**src/sstp_pkg.sv**
```systemverilog
`timescale 1ns / 1ps
// ----------------------------------------------------------------------------
// sstp_pkg
// Shared constants, register codes, pipeline control type and the
// quarter-wave sine table generator for the stereo sine tone core.
// ----------------------------------------------------------------------------
package sstp_pkg;

  localparam int PHASE_BITS_DEF      = 32;
  localparam int TABLE_ADDR_BITS_DEF = 10;
  localparam int SAMPLE_WIDTH        = 16;
  localparam int STEP_WIDTH          = 32;
  localparam int GAIN_WIDTH          = 16;
  localparam int COUNT_WIDTH         = 32;
  localparam int ENTRY_WIDTH         = 31;
  localparam int PRODUCT_WIDTH       = ENTRY_WIDTH + GAIN_WIDTH;
  localparam int SCALED_WIDTH        = PRODUCT_WIDTH + 15;
  localparam int ROUND_SHIFT         = 42;
  localparam int ROUNDED_WIDTH       = SCALED_WIDTH - ROUND_SHIFT;
  localparam int CFG_INDEX_WIDTH     = 2;
  localparam int CFG_DATA_WIDTH      = 32;

  localparam logic [CFG_INDEX_WIDTH-1:0] CFG_LEFT_STEP    = 2'd0;
  localparam logic [CFG_INDEX_WIDTH-1:0] CFG_RIGHT_STEP   = 2'd1;
  localparam logic [CFG_INDEX_WIDTH-1:0] CFG_GAIN         = 2'd2;
  localparam logic [CFG_INDEX_WIDTH-1:0] CFG_TOTAL_SAMPLES = 2'd3;

  localparam logic [GAIN_WIDTH-1:0]  GAIN_RESET  = 16'd4096;
  localparam logic [COUNT_WIDTH-1:0] TOTAL_RESET = 32'd48000;

  localparam logic [SAMPLE_WIDTH-1:0] SAMPLE_MAX = 16'h7fff;
  localparam logic [SAMPLE_WIDTH-1:0] SAMPLE_MIN = 16'h8000;

  localparam logic [63:0] HALF_PI_Q30  = 64'd1686629713;
  localparam logic [63:0] ONE_Q30      = 64'd1073741824;
  localparam int          TAYLOR_TERMS = 10;
  localparam logic [63:0] TAYLOR_DIV [TAYLOR_TERMS] = '{
    64'd6, 64'd20, 64'd42, 64'd72, 64'd110,
    64'd156, 64'd210, 64'd272, 64'd342, 64'd420
  };

  typedef struct packed {
    logic last;
    logic neg_left;
    logic neg_right;
  } ctrl_t;

  // Entry k of the quarter-wave table, sin(pi/2 * k / 2^addr_bits) in Q1.30
  function automatic logic [ENTRY_WIDTH-1:0] sine_entry(input int k, input int addr_bits);
    logic [63:0]        x;
    logic [63:0]        term;
    logic signed [63:0] sum;
    x    = (64'(k) * HALF_PI_Q30) >> addr_bits;
    term = x;
    sum  = signed'(x);
    for (int n = 1; n <= TAYLOR_TERMS; n++) begin
      term = (((term * x) >> 30) * x) >> 30;
      term = term / TAYLOR_DIV[n-1];
      if ((n % 2) == 1) begin
        sum = sum - signed'(term);
      end else begin
        sum = sum + signed'(term);
      end
    end
    if (sum < 0) begin
      sum = '0;
    end
    if (sum > signed'(ONE_Q30)) begin
      sum = signed'(ONE_Q30);
    end
    return ENTRY_WIDTH'(sum);
  endfunction

endpackage

```
**src/sstp_phase.sv**
```systemverilog
`timescale 1ns / 1ps
// ----------------------------------------------------------------------------
// sstp_phase
// Phase accumulators and sample counter. On each input transfer, forms the
// table addresses and signs for the current pair and advances the state.
// ----------------------------------------------------------------------------
module sstp_phase #(
  parameter int PHASE_BITS      = sstp_pkg::PHASE_BITS_DEF,
  parameter int TABLE_ADDR_BITS = sstp_pkg::TABLE_ADDR_BITS_DEF
) (
  input  logic                               clk,
  input  logic                               rst,
  input  logic                               accept,
  input  logic                               restart,
  input  logic [sstp_pkg::STEP_WIDTH-1:0]    left_step,
  input  logic [sstp_pkg::STEP_WIDTH-1:0]    right_step,
  input  logic [sstp_pkg::COUNT_WIDTH-1:0]   total_samples,
  output logic [TABLE_ADDR_BITS:0]           addr_left,
  output logic [TABLE_ADDR_BITS:0]           addr_right,
  output sstp_pkg::ctrl_t                    ctrl
);

  localparam int ADDR_WIDTH  = TABLE_ADDR_BITS + 1;
  localparam int LOOKUP_BITS = TABLE_ADDR_BITS + 2;
  localparam logic [ADDR_WIDTH-1:0] QUARTER = ADDR_WIDTH'(1) << TABLE_ADDR_BITS;

  logic [PHASE_BITS-1:0]            left_phase;
  logic [PHASE_BITS-1:0]            right_phase;
  logic [PHASE_BITS-1:0]            left_phase_next;
  logic [PHASE_BITS-1:0]            right_phase_next;
  logic [PHASE_BITS-1:0]            left_cur;
  logic [PHASE_BITS-1:0]            right_cur;
  logic [sstp_pkg::COUNT_WIDTH-1:0] sample_index;
  logic [sstp_pkg::COUNT_WIDTH-1:0] sample_index_next;
  logic [sstp_pkg::COUNT_WIDTH-1:0] index_cur;
  logic                             last;

  function automatic logic [ADDR_WIDTH-1:0] table_addr(input logic [PHASE_BITS-1:0] phase);
    logic [LOOKUP_BITS-1:0] lookup;
    logic [ADDR_WIDTH-1:0]  k;
    lookup = phase[PHASE_BITS-1 -: LOOKUP_BITS];
    k      = {1'b0, lookup[TABLE_ADDR_BITS-1:0]};
    return lookup[TABLE_ADDR_BITS] ? (QUARTER - k) : k;
  endfunction

  always_comb begin
    left_cur  = restart ? '0 : left_phase;
    right_cur = restart ? '0 : right_phase;
    index_cur = restart ? '0 : sample_index;
    last      = (index_cur == (total_samples - 32'd1));
    if (last) begin
      left_phase_next   = '0;
      right_phase_next  = '0;
      sample_index_next = '0;
    end else begin
      left_phase_next   = left_cur + PHASE_BITS'(left_step);
      right_phase_next  = right_cur + PHASE_BITS'(right_step);
      sample_index_next = index_cur + 32'd1;
    end
  end

  always_ff @(posedge clk) begin
    if (rst) begin
      left_phase   <= '0;
      right_phase  <= '0;
      sample_index <= '0;
    end else if (accept) begin
      left_phase   <= left_phase_next;
      right_phase  <= right_phase_next;
      sample_index <= sample_index_next;
    end
  end

  always_ff @(posedge clk) begin
    if (accept) begin
      addr_left      <= table_addr(left_cur);
      addr_right     <= table_addr(right_cur);
      ctrl.last      <= last;
      ctrl.neg_left  <= left_cur[PHASE_BITS-1];
      ctrl.neg_right <= right_cur[PHASE_BITS-1];
    end
  end

endmodule

```
**config.mk**
```make
export PLATFORM = sky130hd
export DESIGN_NAME = sstp_phase
export DESIGN_NICKNAME = d
export VERILOG_FILES = /design/src/sstp_pkg.sv /design/src/sstp_phase.sv
export SDC_FILE = /design/constraint.sdc
export NUM_CORES = 1
export LEC_CHECK = 0
export BUFFER_PORTS_ARGS = -buffer_cell sky130_fd_sc_hd__buf_2
export CAP_MARGIN = 20
export CELL_PAD_IN_SITES_DETAIL_PLACEMENT = 1
export CELL_PAD_IN_SITES_GLOBAL_PLACEMENT = 1
export CORE_MARGIN = 4
export CORE_UTILIZATION = 44
export DETAILED_ROUTE_END_ITERATION = 7
export PLACE_DENSITY = 0.87
export SYNTH_ARGS = -nofsm -noshare
export SYNTH_HDL_FRONTEND = slang
export SYNTH_SLANG_ARGS = --single-unit
```
**constraint.sdc**
```tcl
create_clock -name clk -period 4.9 [get_ports clk]
set_input_delay 0.245 -clock clk [delete_from_list [all_inputs] [get_ports clk]]
set_output_delay 0.245 -clock clk [all_outputs]
set_load 0.03 [all_outputs]
```
### After elaboration in Yosys (flattened, before gate mapping)

Cells that the tools add are included.

* register bits: 121
* bits of input ports: 100
* output and inout bits: 25
* word-level logic and storage cells: 25

* add/sub/neg operators: 6
* equal/unequal tests: 1
* multiplexer cells: 8

Operators with widths (number)
* $mux W32: 6
* $add A32 B32 Y32: 2
* $add A32 B1 Y32 const B: 1
* $eq A32 B32 Y1: 1
* $sub A32 B1 Y32 const B: 1
* $sub A11 B10 Y11 const A: 2
* $mux W10: 2

### Logic depth before layout (Yosys ltp)

* depth after elaboration: 3
* gate-level depth with buffers: 17

### Worst setup path before layout

No wires, ideal clock.

* kind: input to register
* start point: input restart
* end point: register right_phase[18]
* setup time: 0.128 ns
* data arrival time: 4.103 ns
* slack: 0.669 ns
* stages: 17
* buffers on the path: 5
* path through: clkbuf_1 clkbuf_1 clkbuf_1 clkbuf_1 buf_4 nor2b_1 ha_1 fa_1 a211oi_1 nor3_1 or3_1 or2_2 a31o_2 a311oi_1 xor2_1 a2bb2oi_1 nor2_1

* word-level cells in the longest chain between the ends: 3

RTL lines
* from (decl): RTL line sstp_phase.sv:14 `input logic restart,`
* $mux W32 (on tied branches): RTL line sstp_phase.sv:48, sstp_phase.sv:49
* $add A32 B32 Y32 / $eq A32 B32 Y1 (equally long branches): RTL line sstp_phase.sv:57, sstp_phase.sv:50
* $mux W32 (*): RTL line sstp_phase.sv:51 `if (last) begin`
* to (signal assigned): RTL line sstp_phase.sv:69 `right_phase <= right_phase_next;`
* to (decl): RTL line sstp_phase.sv:28 `logic [PHASE_BITS-1:0] right_phase;`

Mark *: on every way between the ends. The rest lies on a longest branch, timed or not.
A chain may end at the register's enable or synchronous reset.

### Final worst setup path

* start point: input restart
* end point: register right_phase[27]

Same word-level chain as after synthesis.

==> reports/summary.md <==
• cell depth of the worst flop-to-flop path: 8
• total congestion overflow: 0
• most used flip-flop cell after synthesis: sky130_fd_sc_hd__dfxtp_1
• n_diodes: 0
• post-CTS setup buffers: 0
• slew of the pin with the lowest slew margin: 0.854 ns
• warning count from the yosys run: 0
• DRC violation total after the first TritonRoute iteration: 568
• pin count of the biggest net entering global routing: 69
• share of total power in sequential cells: 36.1%
• number of enable-type register cells in the synthesized netlist: 25
• First-pass DRT Iterations: 6
• outcome: complete, no violations
• count of input and output buffers: 124
• RSZ-0062 raised after global routing: no
• switching power summed over all nets: 1000 uW
• maximum net fanout on the critical path: 68
• Mapped Nets: 1465
• total leakage power: 0.00473 uW
• area of the die: 25800 um2
• number of buffers inserted for hold repair after clock tree synthesis: 0
• part of the Yosys area used for sequential elements: 26.1%
• count of unique library cells instantiated by Yosys: 86
• fraction of final layout cells with drive strength greater than 1: 14.8%
• fmax: 267 MHz
• Core Rows: 55
• min-delay src: rst
• r2r setup slk: 1.28 ns
• number of nets in the final layout: 1551
• TritonCTS clock tree: built
• post-route fraction of the period consumed by the critical path: 76.5%
• fraction of power spent switching nets: 32.2%
• deepest level of the CTS H-tree: 4
• share of total power in combinational logic: 23.4%
• via density per instance: 5.99
• total internal power: 2110 uW
• post-detailed-route count of antenna-violating nets: 0
• per-instance average area after synthesis: 7.90 um2
• Slew HR: 43.0%
• clock slew at reported path FFs: 0.06 ns
• Routed wire per std cell: 19.1 um
• quantity of gates resized following cts: 0
• area added between synthesis and finish: 13.7%
• Tmin final: 3.75 ns
• total via count in the routed design: 10229
• pwr/cell area: 267 nW/um2
• CP arrival: 4.01 ns
• end of the worst register-to-register path: right_phase[27]$_SDFFE_PP0P_
• cell taking the most area after synthesis: sky130_fd_sc_hd__dfxtp_1
• die height: 161 um
• number of global-route vias before repair: 10736
• number of clock sinks: 121
• first-pass GRT wire length: 53500 um
• post-route cell area: 11600 um2
• DRC viols: 0
• starting density of the core: 45.0%
• cell area after technology mapping: 10200 um2
• number of buffers created by CTS: 17
• max-cap violation count: 0
• top post-synthesis cells by area: sky130_fd_sc_hd__dfxtp_1 (19%), sky130_fd_sc_hd__ha_1 (8.1%), sky130_fd_sc_hd__edfxtp_1 (7.3%)
• RR Startpoint: sample_index[22]$_SDFFE_PP0P_
• number of cells on the worst hold path: 2
• global placement routability congestion: 0.938
• required arrival time at the worst endpoint: 5.16 ns
• clock share of power: 40.5%
• placed wire-length estimate: 23200 um
• startpoint types: primary input
• horizontal extent of the die: 161 um
• number of instances in the synthesized netlist: 1297
• leading cell type by number of instances after synthesis: sky130_fd_sc_hd__nand2_1
• worst hold path type: primary input to flip-flop
• IR Drop Worst-Case VDD: 0.238 mV
• Sum Neg Setup Slack: 0 ns
• buffers from clock root to sink, at most: 2
• clock root buffer: sky130_fd_sc_hd__clkbuf_16
• fraction of post-synthesis cell area in the top cell type by area: 18.8%
• area after detailed placement: 11100 um2
• final hold violation count: 0
• global-route total usage across every layer: 24.9%
• type of element capturing the critical path: flip-flop
• setup violation total in the final timing report: 0
• area of the core region: 22800 um2
• Detailed Route WL: 32600 um
• Top Ports: 125
• number of synthesized register bits: 121
• most numerous cell types in the synthesized netlist: sky130_fd_sc_hd__nand2_1 (123), sky130_fd_sc_hd__a21oi_1 (98), sky130_fd_sc_hd__nor2_1 (97)
• final clock skew: 0.0127 ns
• later-pin clock latency in the skew report: 0.43 ns
• Worst Hold Endpoint: sample_index[26]$_SDFFE_PP0P_
• max-slew violations: 0
• initial antenna violation count: 0
• ys async rst share: 0%
• category of the most critical setup path: primary input to flip-flop
## power groups by stage
stage,Clock (uW),Sequential [uW],Combinational [uW]
3_5_place_dp,0,1140,713
4_1_cts,1280,1120,725
6_report,1260,1120,727
5_1_grt,1330,1130,803
3_3_place_gp,0,1140,686
2_1_floorplan,0,1160,480
## layout make-up
class                      count  area, um2
tap                          313        392
timing repair buffer         134        698
clock inverter                13        133
sequential                   121       2670
multi-input combinational   1069       7140
clock buffer                  19        454
inverter                      40        150
fill                        2886      11100
## placed cells by master (no fill, tap or decap), drive strengths merged, types with 12 or more instances in the layout
master,count
a211oi,19
a21o,25
a21oi,98
a22oi,13
a31oi,12
and3,15
buf,134
clkbuf,19
dfxtp,96
edfxtp,25
ha,66
inv,46
mux2i,12
nand2,123
nand2b,12
nand3,66
nand4,20
nor2,98
nor2b,87
nor3,29
nor4,16
o21ai,78
or3,16
xnor2,56
xor2,48
## flip-flops by register name (all words and copies together) (netlist names)
signal	cells
right_phase	32
left_phase	32
sample_index	32
addr_left	11
ctrl	3
addr_right	11
## stage by stage
step	setup WS, ns	util, %	hold slack [ns]	total power, uW	cells
3_5_place_dp	0.811	48.5	0.439	1860	1677
2_1_floorplan	0.669	-	0.357	1640	1297
6_report	1.15	51.1	0.146	3110	1709
5_1_grt	0.722	51.1	0.137	3260	1709
4_1_cts	1.16	51.1	0.130	3130	1709
3_3_place_gp	0.881	48.5	0.426	1830	1677
## logic make-up after synthesis
family	count (synthesis)	synth area share (%)
muxes	17	1.72
and+or+nand+nor	524	26.8
xor gates and xnor gates	107	9.55
adders and majority gates	68	8.45
buffers and inverters	107	4.25
DFF	121	26.1
AOI/OAI and AO/OA	353	23.1
## critical path: stages
cell and delay [ns]:
sky130_fd_sc_hd__buf_4 0.62, sky130_fd_sc_hd__buf_4 0.52, sky130_fd_sc_hd__nand2b_1 0.23, sky130_fd_sc_hd__xor2_1 0.27, sky130_fd_sc_hd__xor2_1 0.13, sky130_fd_sc_hd__o41a_1 0.32
sky130_fd_sc_hd__a211o_1 0.26, sky130_fd_sc_hd__nor4_1 0.45, sky130_fd_sc_hd__a311o_2 0.69, sky130_fd_sc_hd__o21ai_0 0.26
## layer usage
| layer | track usage [%] | vias to the layer above | share of wire (%) |
|---|---|---|---|
| met4 | 7.27 | 0 | 2.1 |
| met3 | 3.77 | 53 | 4.8 |
| met1 | 30.9 | 5016 | 43 |
| met5 | 0 | - | 0 |
| met2 | 44.6 | 256 | 50 |
| li1 | - | 4904 | - |
## worst max-delay path by stage
stage | startpoint | to | slack [ns] | cells past startpoint
2_1_floorplan | restart | right_phase[18]$_SDFFE_PP0P_ | 0.67 | 17
3_3_place_gp | restart | left_phase[25]$_SDFFE_PP0P_ | 0.88 | 12
3_5_place_dp | restart | sample_index[25]$_SDFFE_PP0P_ | 0.81 | 11
4_1_cts | restart | right_phase[30]$_SDFFE_PP0P_ | 1.16 | 14
5_1_grt | restart | left_phase[25]$_SDFFE_PP0P_ | 0.72 | 12
6_report | restart | right_phase[27]$_SDFFE_PP0P_ | 1.15 | 10
No activity file was read; power rests on OpenSTA's default activity.
