**src/sstp_pkg.sv**
```systemverilog
`timescale 1ns / 1ps
// ----------------------------------------------------------------------------
// sstp_pkg
// Shared constants, register codes, pipeline control type and the
// quarter-wave sine table generator for the stereo sine tone core.
// ----------------------------------------------------------------------------
package sstp_pkg;

  localparam int PHASE_BITS_DEF      = 32;
  localparam int TABLE_ADDR_BITS_DEF = 10;
  localparam int SAMPLE_WIDTH        = 16;
  localparam int STEP_WIDTH          = 32;
  localparam int GAIN_WIDTH          = 16;
  localparam int COUNT_WIDTH         = 32;
  localparam int ENTRY_WIDTH         = 31;
  localparam int PRODUCT_WIDTH       = ENTRY_WIDTH + GAIN_WIDTH;
  localparam int SCALED_WIDTH        = PRODUCT_WIDTH + 15;
  localparam int ROUND_SHIFT         = 42;
  localparam int ROUNDED_WIDTH       = SCALED_WIDTH - ROUND_SHIFT;
  localparam int CFG_INDEX_WIDTH     = 2;
  localparam int CFG_DATA_WIDTH      = 32;

  localparam logic [CFG_INDEX_WIDTH-1:0] CFG_LEFT_STEP    = 2'd0;
  localparam logic [CFG_INDEX_WIDTH-1:0] CFG_RIGHT_STEP   = 2'd1;
  localparam logic [CFG_INDEX_WIDTH-1:0] CFG_GAIN         = 2'd2;
  localparam logic [CFG_INDEX_WIDTH-1:0] CFG_TOTAL_SAMPLES = 2'd3;

  localparam logic [GAIN_WIDTH-1:0]  GAIN_RESET  = 16'd4096;
  localparam logic [COUNT_WIDTH-1:0] TOTAL_RESET = 32'd48000;

  localparam logic [SAMPLE_WIDTH-1:0] SAMPLE_MAX = 16'h7fff;
  localparam logic [SAMPLE_WIDTH-1:0] SAMPLE_MIN = 16'h8000;

  localparam logic [63:0] HALF_PI_Q30  = 64'd1686629713;
  localparam logic [63:0] ONE_Q30      = 64'd1073741824;
  localparam int          TAYLOR_TERMS = 10;
  localparam logic [63:0] TAYLOR_DIV [TAYLOR_TERMS] = '{
    64'd6, 64'd20, 64'd42, 64'd72, 64'd110,
    64'd156, 64'd210, 64'd272, 64'd342, 64'd420
  };

  typedef struct packed {
    logic last;
    logic neg_left;
    logic neg_right;
  } ctrl_t;

  // Entry k of the quarter-wave table, sin(pi/2 * k / 2^addr_bits) in Q1.30
  function automatic logic [ENTRY_WIDTH-1:0] sine_entry(input int k, input int addr_bits);
    logic [63:0]        x;
    logic [63:0]        term;
    logic signed [63:0] sum;
    x    = (64'(k) * HALF_PI_Q30) >> addr_bits;
    term = x;
    sum  = signed'(x);
    for (int n = 1; n <= TAYLOR_TERMS; n++) begin
      term = (((term * x) >> 30) * x) >> 30;
      term = term / TAYLOR_DIV[n-1];
      if ((n % 2) == 1) begin
        sum = sum - signed'(term);
      end else begin
        sum = sum + signed'(term);
      end
    end
    if (sum < 0) begin
      sum = '0;
    end
    if (sum > signed'(ONE_Q30)) begin
      sum = signed'(ONE_Q30);
    end
    return ENTRY_WIDTH'(sum);
  endfunction

endpackage

```
**src/sstp_scale.sv**
```systemverilog
`timescale 1ns / 1ps
// ----------------------------------------------------------------------------
// sstp_scale
// Gain multiply (registered), then full-scale scaling, rounding half away
// from zero and saturation to a signed 16-bit sample.
// ----------------------------------------------------------------------------
module sstp_scale (
  input  logic                                    clk,
  input  logic                                    load,
  input  logic [sstp_pkg::ENTRY_WIDTH-1:0]        entry,
  input  logic [sstp_pkg::GAIN_WIDTH-1:0]         gain,
  input  logic                                    negate,
  output logic signed [sstp_pkg::SAMPLE_WIDTH-1:0] sample,
  output logic                                    clip
);

  localparam int SW = sstp_pkg::SCALED_WIDTH;
  localparam int RW = sstp_pkg::ROUNDED_WIDTH;

  logic [sstp_pkg::PRODUCT_WIDTH-1:0] product;
  logic [SW-1:0]                      scaled;
  logic [SW-1:0]                      biased;
  logic [RW-1:0]                      rounded;
  logic [RW-1:0]                      negated;

  always_ff @(posedge clk) begin
    if (load) begin
      product <= entry * gain;
    end
  end

  // times 32767 as a shift and subtract
  always_comb begin
    scaled  = {product, 15'b0} - SW'(product);
    biased  = scaled + (SW'(1) << (sstp_pkg::ROUND_SHIFT - 1));
    rounded = RW'(biased >> sstp_pkg::ROUND_SHIFT);
    negated = RW'(0) - rounded;
    clip    = 1'b0;
    if (negate) begin
      if (rounded > RW'(32768)) begin
        sample = sstp_pkg::SAMPLE_MIN;
        clip   = 1'b1;
      end else begin
        sample = negated[sstp_pkg::SAMPLE_WIDTH-1:0];
      end
    end else begin
      if (rounded > RW'(32767)) begin
        sample = sstp_pkg::SAMPLE_MAX;
        clip   = 1'b1;
      end else begin
        sample = rounded[sstp_pkg::SAMPLE_WIDTH-1:0];
      end
    end
  end

endmodule

```
**config.mk**
```make
export PLATFORM = sky130hd
export DESIGN_NAME = sstp_scale
export DESIGN_NICKNAME = d
export VERILOG_FILES = /design/src/sstp_pkg.sv /design/src/sstp_scale.sv
export SDC_FILE = /design/constraint.sdc
export NUM_CORES = 1
export LEC_CHECK = 0
export BUFFER_PORTS_ARGS = -buffer_cell sky130_fd_sc_hd__buf_4
export CAP_MARGIN = 20
export CORE_MARGIN = 3
export CORE_UTILIZATION = 50
export DETAILED_ROUTE_END_ITERATION = 7
export PLACE_DENSITY = 0.63
export SETUP_SLACK_MARGIN = 0.1
export SLEW_MARGIN = 20
export SYNTH_ARGS = -nofsm -noshare
export SYNTH_HDL_FRONTEND = slang
export SYNTH_SLANG_ARGS = --single-unit
export TNS_END_PERCENT = 10
```
**constraint.sdc**
```tcl
create_clock -name clk -period 16.4 [get_ports clk]
set_input_delay 1.64 -clock clk [delete_from_list [all_inputs] [get_ports clk]]
set_output_delay 1.64 -clock clk [all_outputs]
set_load 0.005 [all_outputs]
```
[Yosys cells after proc, flatten, opt, wreduce, memory -nomap -nowiden]
Cells that the tools add are included.
Word-level totals
  output and inout port bits: 17
  logic and storage cells: 13
  register bits after elaboration: 47
  input port bits: 50
Cells by class
  $add $sub $neg: 3
  order comparisons: 2
  mux-type cells: 6
  multipliers: 1
Operators with widths (number)
  62-bit by 42-bit adder with 62-bit output (second input constant): 1
  62-bit by 47-bit subtractor with 62-bit output: 1
  16-bit 2-to-1 mux: 3
  31-bit by 16-bit multiplier with 47-bit output: 1
  20-bit by 15-bit > comparator with 1-bit output (second input constant): 1
  20-bit by 16-bit > comparator with 1-bit output (second input constant): 1
  1-bit by 16-bit subtractor with 16-bit output (first input constant): 1
  1-bit 2-to-1 mux: 3

[Depth between registers and ports, before layout]
Gate-level depths: netlist of the first run.
  depth in word-level cells: 5
  mapped depth: 26
  gate-level depth less buffers: 25

[Worst setup path before layout of the first run]
Ideal clock, no wire load.
  path kind: input to register
  start: input gain[12] in the netlist's numbering
  end: register product[44] in the netlist's numbering (data pin)
  arrival time: 7593 ps
  stages on the path: 23
  path buffers: 1
  slack: 8548 ps
  cells stage by stage: clkbuf_1 -> nand2_1 -> fa_1 -> inv_1 -> fa_1 -> fa_1 -> fa_1 -> fa_1 -> inv_1 -> fa_1 -> inv_1 -> ha_1 -> a21o_1 -> a21oi_1 -> o21ai_0 -> a221o_1 -> a31o_2 -> a41o_1 -> nand3_1 -> nand2_1 -> a311oi_1 -> nor3_1 -> a211o_1
On the way
  longest elaborated chain between the ends: 1
RTL lines
  from (decl): line sstp_scale.sv:11  | input logic [sstp_pkg::GAIN_WIDTH-1:0] gain,
  31-bit by 16-bit multiplier with 47-bit output: line sstp_scale.sv:28  | product <= entry * gain;
  to (signal assigned): line sstp_scale.sv:28
  to (decl): line sstp_scale.sv:20  | logic [sstp_pkg::PRODUCT_WIDTH-1:0] product;
No other way between the ends.
A chain may end at the register's enable or synchronous reset.

[Final worst setup path of the first run]
  start: input gain[9] in the netlist's numbering
  end: register product[44] in the netlist's numbering (data pin)
Same word-level chain as after synthesis.

==> results.json, run 1 <==
{
  "layoutNonFillerInstCount": 2792,
  "wl_met1_um": 22720,
  "top_register": "product",
  "grt_pass1_vias": 16160,
  "clockBufferDepth": 2,
  "grt_overflow": 0,
  "synth.top_cells.by_area": "fa_1 40%, ha_1 12%, inv_1 8.5%",
  "h-tree-depth": 2,
  "worst_hold_path_type": "input pin to register",
  "ys_seq_elements": 47,
  "synth-xor-area-share_pct": 2.898,
  "row_count": 73,
  "detailed_place_hpwl_um": 41400,
  "setup_tns_ns": 0,
  "seq_area_frac_synth_pct": 6.926,
  "cp_data_arrival_time_ns": 8.13,
  "ys_types": 81,
  "grt_antenna_before_repair": 0,
  "largest_register_ffs": 47,
  "hold-path-cell-count": 2,
  "synth_top_area_share_pct": 39.69,
  "drtIter0Drc": 955,
  "clkSinkCount": 47,
  "coreArea_um2": 40010,
  "postCtsSetupBuffers": 0,
  "dp_slack_ns": 7.983,
  "cts_buffers": 5,
  "grt_pass1_wl_um": 84440,
  "synth_compound_area_share_pct": 9.861,
  "initial_core_util_pct": 50.94,
  "die_w_um": 207.9,
  "min_to": "product[0]",
  "maxUsedRoutingLayer": "met4",
  "synthAdderAreaFrac_pct": 51.85,
  "netlist_instances": 2290,
  "cp_slowest_stage_delay_ns": 0.57,
  "yosys_warnings": 0,
  "dieArea_um2": 43210,
  "tritoncts": "built",
  "clk_pin_slew_ns": 0.06,
  "drive_gt1_share_pct": 5.293,
  "cts_hold_buf": 0,
  "vias": 15280,
  "setup_slack_ns": 8.305,
  "dr.pass1.iters": 5,
  "ios": 67,
  "startpoint_type": "input pin",
  "cts.repair.resized": 0,
  "path_common_cell": "fa_1",
  "syn_area_per_cell_um2": 8.898,
  "synth_top_family_by_area": "adder cells",
  "async_flop_share_pct": 0,
  "syn_area_um2": 20380,
  "yosysTopAreaCell": "fa_1",
  "rsz0062_at_grt": "no",
  "top_regs": "product: 47 flops",
  "wl_met2_um": 23800,
  "synth.area.mux_share_pct": 0.04912,
  "required_ns": 16.44,
  "crit_slowest_cell": "fa_1",
  "root_buffer": "clkbuf_16",
  "crit_chain": "buf_4 > nand2_1 > fa_1 > inv_1 > fa_1 > fa_1 > fa_1 > fa_1 > inv_1 > fa_1 > inv_1 > ha_1 > a21o_1 > a21oi_1 > o21ai_0 > a221o_1 > a31o_2 > a41o_1 > nand3_1 > nand2_1 > a311oi_1 > nor3_1 > a211o_1",
  "fmaxAchievable_ghz": 0.1235,
  "ant_nets": 0,
  "syn_to_final_growth_pct": 4.575,
  "utilization_pct": 53.27,
  "min_period_over_period_pct": 49.36,
  "grt_max_degree": 48,
  "drc": 0,
  "nets": 2919,
  "routed_wl_um": 50560,
  "end_kind": "register",
  "synth_edf_count": 47,
  "min_period_ns": 8.095,
  "ys.flop_type": "edfxtp_1",
  "path_max_fanout": 31,
  "synth_simple_gate_area_share_pct": 18.01,
  "setup_violations": 0,
  "fillCellCount": 3690,
  "worstHoldStart": "entry[0]",
  "maxSlewViolCount": 0,
  "num_antenna_cells": 0,
  "max-slew-margin-rel_pct": 45.47,
  "grt_usage_pct": 23.89,
  "syn_nets": 2942,
  "gp_congestion": 0.8898,
  "wire_per_inst_um": 18.11,
  "worstMarginPinSlew_ns": 0.8179,
  "dr_wl_met3_um": 3394,
  "viasPerCell": 5.474,
  "port_buffers": 66,
  "critPathKind": "input pin to register",
  "outcome": "finished, final reports clean",
  "finalHoldViolations": 0,
  "die_h_um": 207.9,
  "dp.cells": 2785,
  "max-cap-violations": 0
}
## stage by stage
step / area, um^2 / hold WS [ns]
after floorplan: 20380 / 1.753
after global placement: 21150 / 2.115
after detailed placement: 21150 / 2.132
after CTS: 21310 / 1.826
after global routing: 21310 / 1.852
final: 21310 / 1.834
## worst max-delay path by stage
stage | depth (start not counted) | startpoint | endpoint | slack (ns)
6_report | 23 | gain[9] | product[44] | 8.31
5_1_grt | 22 | gain[2] | product[45] | 7.91
4_1_cts | 21 | gain[1] | product[43] | 8.30
3_5_place_dp | 21 | gain[1] | product[43] | 7.98
3_3_place_gp | 22 | gain[4] | product[43] | 8.09
2_1_floorplan | 23 | gain[12] | product[44] | 8.55
## logic make-up (layout without fill, tap and decap cells)
kind of cell / Yosys count / after routing
AND/OR/NAND/NOR: 743 / 743
adder cells (fa/ha/maj): 602 / 602
buffers and inverters: 560 / 537
AO/OA/AOI/OAI: 273 / 273
XOR/XNOR: 64 / 64
flip-flops: 47 / 47
multiplexers: 1 / 1
## worst max-delay path: cells and delay by family
family,cells,cell delay (ns)
AO/OA/AOI/OAI,8,2.00
adder cells (fa/ha/maj),7,3.53
buffers and inverters,4,0.50
AND/OR/NAND/NOR,4,0.43
## final cells by class
type                            count  area, um^2  share of cell area (%)
Sequential cell                    47        1411                   6.623
Timing Repair Buffer               66       495.5                   2.325
Clock inverter                      1       30.03                  0.1409
Inverter                          464        1742                   8.173
Multi-Input combinational cell   1683       16840                   79.05
Clock buffer                        6       128.9                  0.6048
Tap cell                          525       656.9                   3.083
## cell usage after synthesis, drive strengths merged, types with 3 or more instances
| library cell | instances |
|---|---|
| a2111oi | 3 |
| a211o | 5 |
| a211oi | 11 |
| a21o | 40 |
| a21oi | 79 |
| a221o | 3 |
| a221oi | 11 |
| a31o | 5 |
| a31oi | 15 |
| a41o | 3 |
| and2 | 211 |
| and3 | 13 |
| buf | 5 |
| clkbuf | 91 |
| edfxtp | 47 |
| fa | 404 |
| ha | 198 |
| inv | 464 |
| nand2 | 359 |
| nand2b | 10 |
| nand3 | 27 |
| nand4 | 14 |
| nor2 | 45 |
| nor2b | 9 |
| nor3 | 26 |
| nor4 | 7 |
| o2111ai | 3 |
| o211ai | 7 |
| o21a | 4 |
| o21ai | 44 |
| o21bai | 7 |
| o221ai | 3 |
| o311ai | 5 |
| o31ai | 5 |
| o41ai | 4 |
| or2 | 5 |
| or3 | 6 |
| xnor2 | 39 |
| xor2 | 25 |
## cells in the final DEF (no fill, tap or decap), drive strengths merged, types with 10 or more instances in the layout
cell type  instances
nor3              26
and2             211
buf               66
a211oi            11
nand4             14
nand2b            10
a21o              40
nand3             27
inv              464
a221oi            11
nor2              45
a21oi             79
ha               198
xnor2             39
edfxtp            47
o21ai             44
nand2            359
xor2              25
fa               404
and3              13
a31oi             15
## layer usage
| metal | vias up | track usage (%) |
|---|---|---|
| li1 | 7079 | - |
| met1 | 7703 | 33.93 |
| met2 | 455 | 39.43 |
| met3 | 46 | 3.944 |
| met4 | 0 | 4.115 |
| met5 | - | 0 |
Power of run 1 is left out: the tool's default activity adds up to more than one toggle a clock period on the data nets, which glitch-free logic cannot reach.
==> inputs of run 2 (changes only) <==
Clock period 16.4 ns to 8.45 ns, I/O delays scaled along.
==> results.json, run 2 (same netlist as run 1, synthesis figures left out) <==
{
  "rsz0062_at_grt": "no",
  "required_ns": 8.48,
  "nets": 2919,
  "root_buffer": "clkbuf_16",
  "top_register": "product",
  "setup_tns_ns": 0,
  "detailed_place_hpwl_um": 41390,
  "cts_buffers": 5,
  "syn_to_final_growth_pct": 4.575,
  "dieArea_um2": 43210,
  "fmaxAchievable_ghz": 0.1361,
  "hold-path-cell-count": 2,
  "tritoncts": "built",
  "grt_antenna_before_repair": 0,
  "max-cap-violations": 0,
  "ant_nets": 0,
  "utilization_pct": 53.27,
  "cts_hold_buf": 0,
  "num_antenna_cells": 0,
  "maxSlewViolCount": 0,
  "dr.pass1.iters": 5,
  "drtIter0Drc": 979,
  "gp_congestion": 0.8903,
  "die_w_um": 207.9,
  "grt_overflow": 0,
  "initial_core_util_pct": 50.94,
  "viasPerCell": 5.491,
  "cp_data_arrival_time_ns": 7.38,
  "vias": 15330,
  "clk_pin_slew_ns": 0.06,
  "grt_pass1_vias": 16300,
  "fillCellCount": 3813,
  "postCtsSetupBuffers": 0,
  "path_max_fanout": 31,
  "cts.repair.resized": 0,
  "top_regs": "product: 47 flops",
  "max-slew-margin-rel_pct": 46.43,
  "min_period_over_period_pct": 86.94,
  "clkSinkCount": 47,
  "setup_violations": 0,
  "worst_hold_path_type": "input pin to register",
  "routed_wl_um": 50800,
  "outcome": "finished, final reports clean",
  "end_kind": "register",
  "port_buffers": 66,
  "h-tree-depth": 2,
  "drive_gt1_share_pct": 5.293,
  "grt_usage_pct": 23.97,
  "drc": 0,
  "min_to": "product[0]",
  "critPathKind": "input pin to register",
  "die_h_um": 207.9,
  "ios": 67,
  "coreArea_um2": 40010,
  "clockBufferDepth": 2,
  "worstMarginPinSlew_ns": 0.8036,
  "grt_pass1_wl_um": 85210,
  "worstHoldStart": "entry[0]",
  "wire_per_inst_um": 18.20,
  "grt_max_degree": 48,
  "largest_register_ffs": 47,
  "layout_common_cells": "464 x inv_1, 404 x fa_1, 359 x nand2_1",
  "startpoint_type": "input pin",
  "finalHoldViolations": 0,
  "final_common_cell": "inv_1",
  "min_period_ns": 7.347,
  "row_count": 73
}
## run 2: critical path, stage by stage
cell,delay (ns)
buf_4,0.30
nand2_1,0.13
fa_1,0.52
fa_1,0.57
fa_1,0.45
fa_1,0.54
inv_1,0.05
fa_1,0.47
inv_1,0.05
fa_1,0.48
inv_1,0.04
ha_1,0.33
a21o_1,0.15
nand2b_1,0.11
a31oi_1,0.16
o41ai_2,0.53
o2111ai_1,0.24
nand3_1,0.15
a211oi_1,0.14
o41ai_1,0.68
nor3_1,0.13
a311o_1,0.31
## run 2: area by class of cell
| type | instances | area (um^2) | share of cell area, % |
|---|---|---|---|
| multi-input cells | 1683 | 16840 | 79.05 |
| inverters | 464 | 1742 | 8.173 |
| flip-flops and latches | 47 | 1411 | 6.623 |
| well taps | 525 | 656.9 | 3.083 |
| repair buffers | 66 | 495.5 | 2.325 |
| clock buffers | 6 | 128.9 | 0.6048 |
| clock inverters | 1 | 30.03 | 0.1409 |
## run 2: routing by layer
layer | share of wire (%) | global-route usage (%) | vias up
met4 | 1.7 | 4.511 | 0
met2 | 47 | 40.08 | 418
li1 | - | - | 7077
met1 | 46 | 34.42 | 7778
met5 | 0 | 0 | -
met3 | 5.3 | 2.463 | 58
## run 2: metrics by stage
step	area, um^2	hold slack (ns)	std cells	worst slack (ns)
2_1_floorplan	20380	0.9575	2290	1.393
3_3_place_gp	21150	1.320	2785	0.9551
3_5_place_dp	21150	1.317	2785	0.8344
4_1_cts	21310	1.020	2792	1.150
5_1_grt	21310	1.044	2792	0.8225
6_report	21310	1.033	2792	1.103
## run 2: how the worst max path moves through the flow
stage,startpoint,end,depth (start not counted)
after floorplan,gain[12],product[44],23
after global placement,gain[1],product[43],21
after detailed placement,gain[1],product[43],21
after CTS,gain[1],product[43],21
after global routing,gain[9],product[44],23
final,gain[1],product[43],22
Power of run 2 is left out for the same reason.
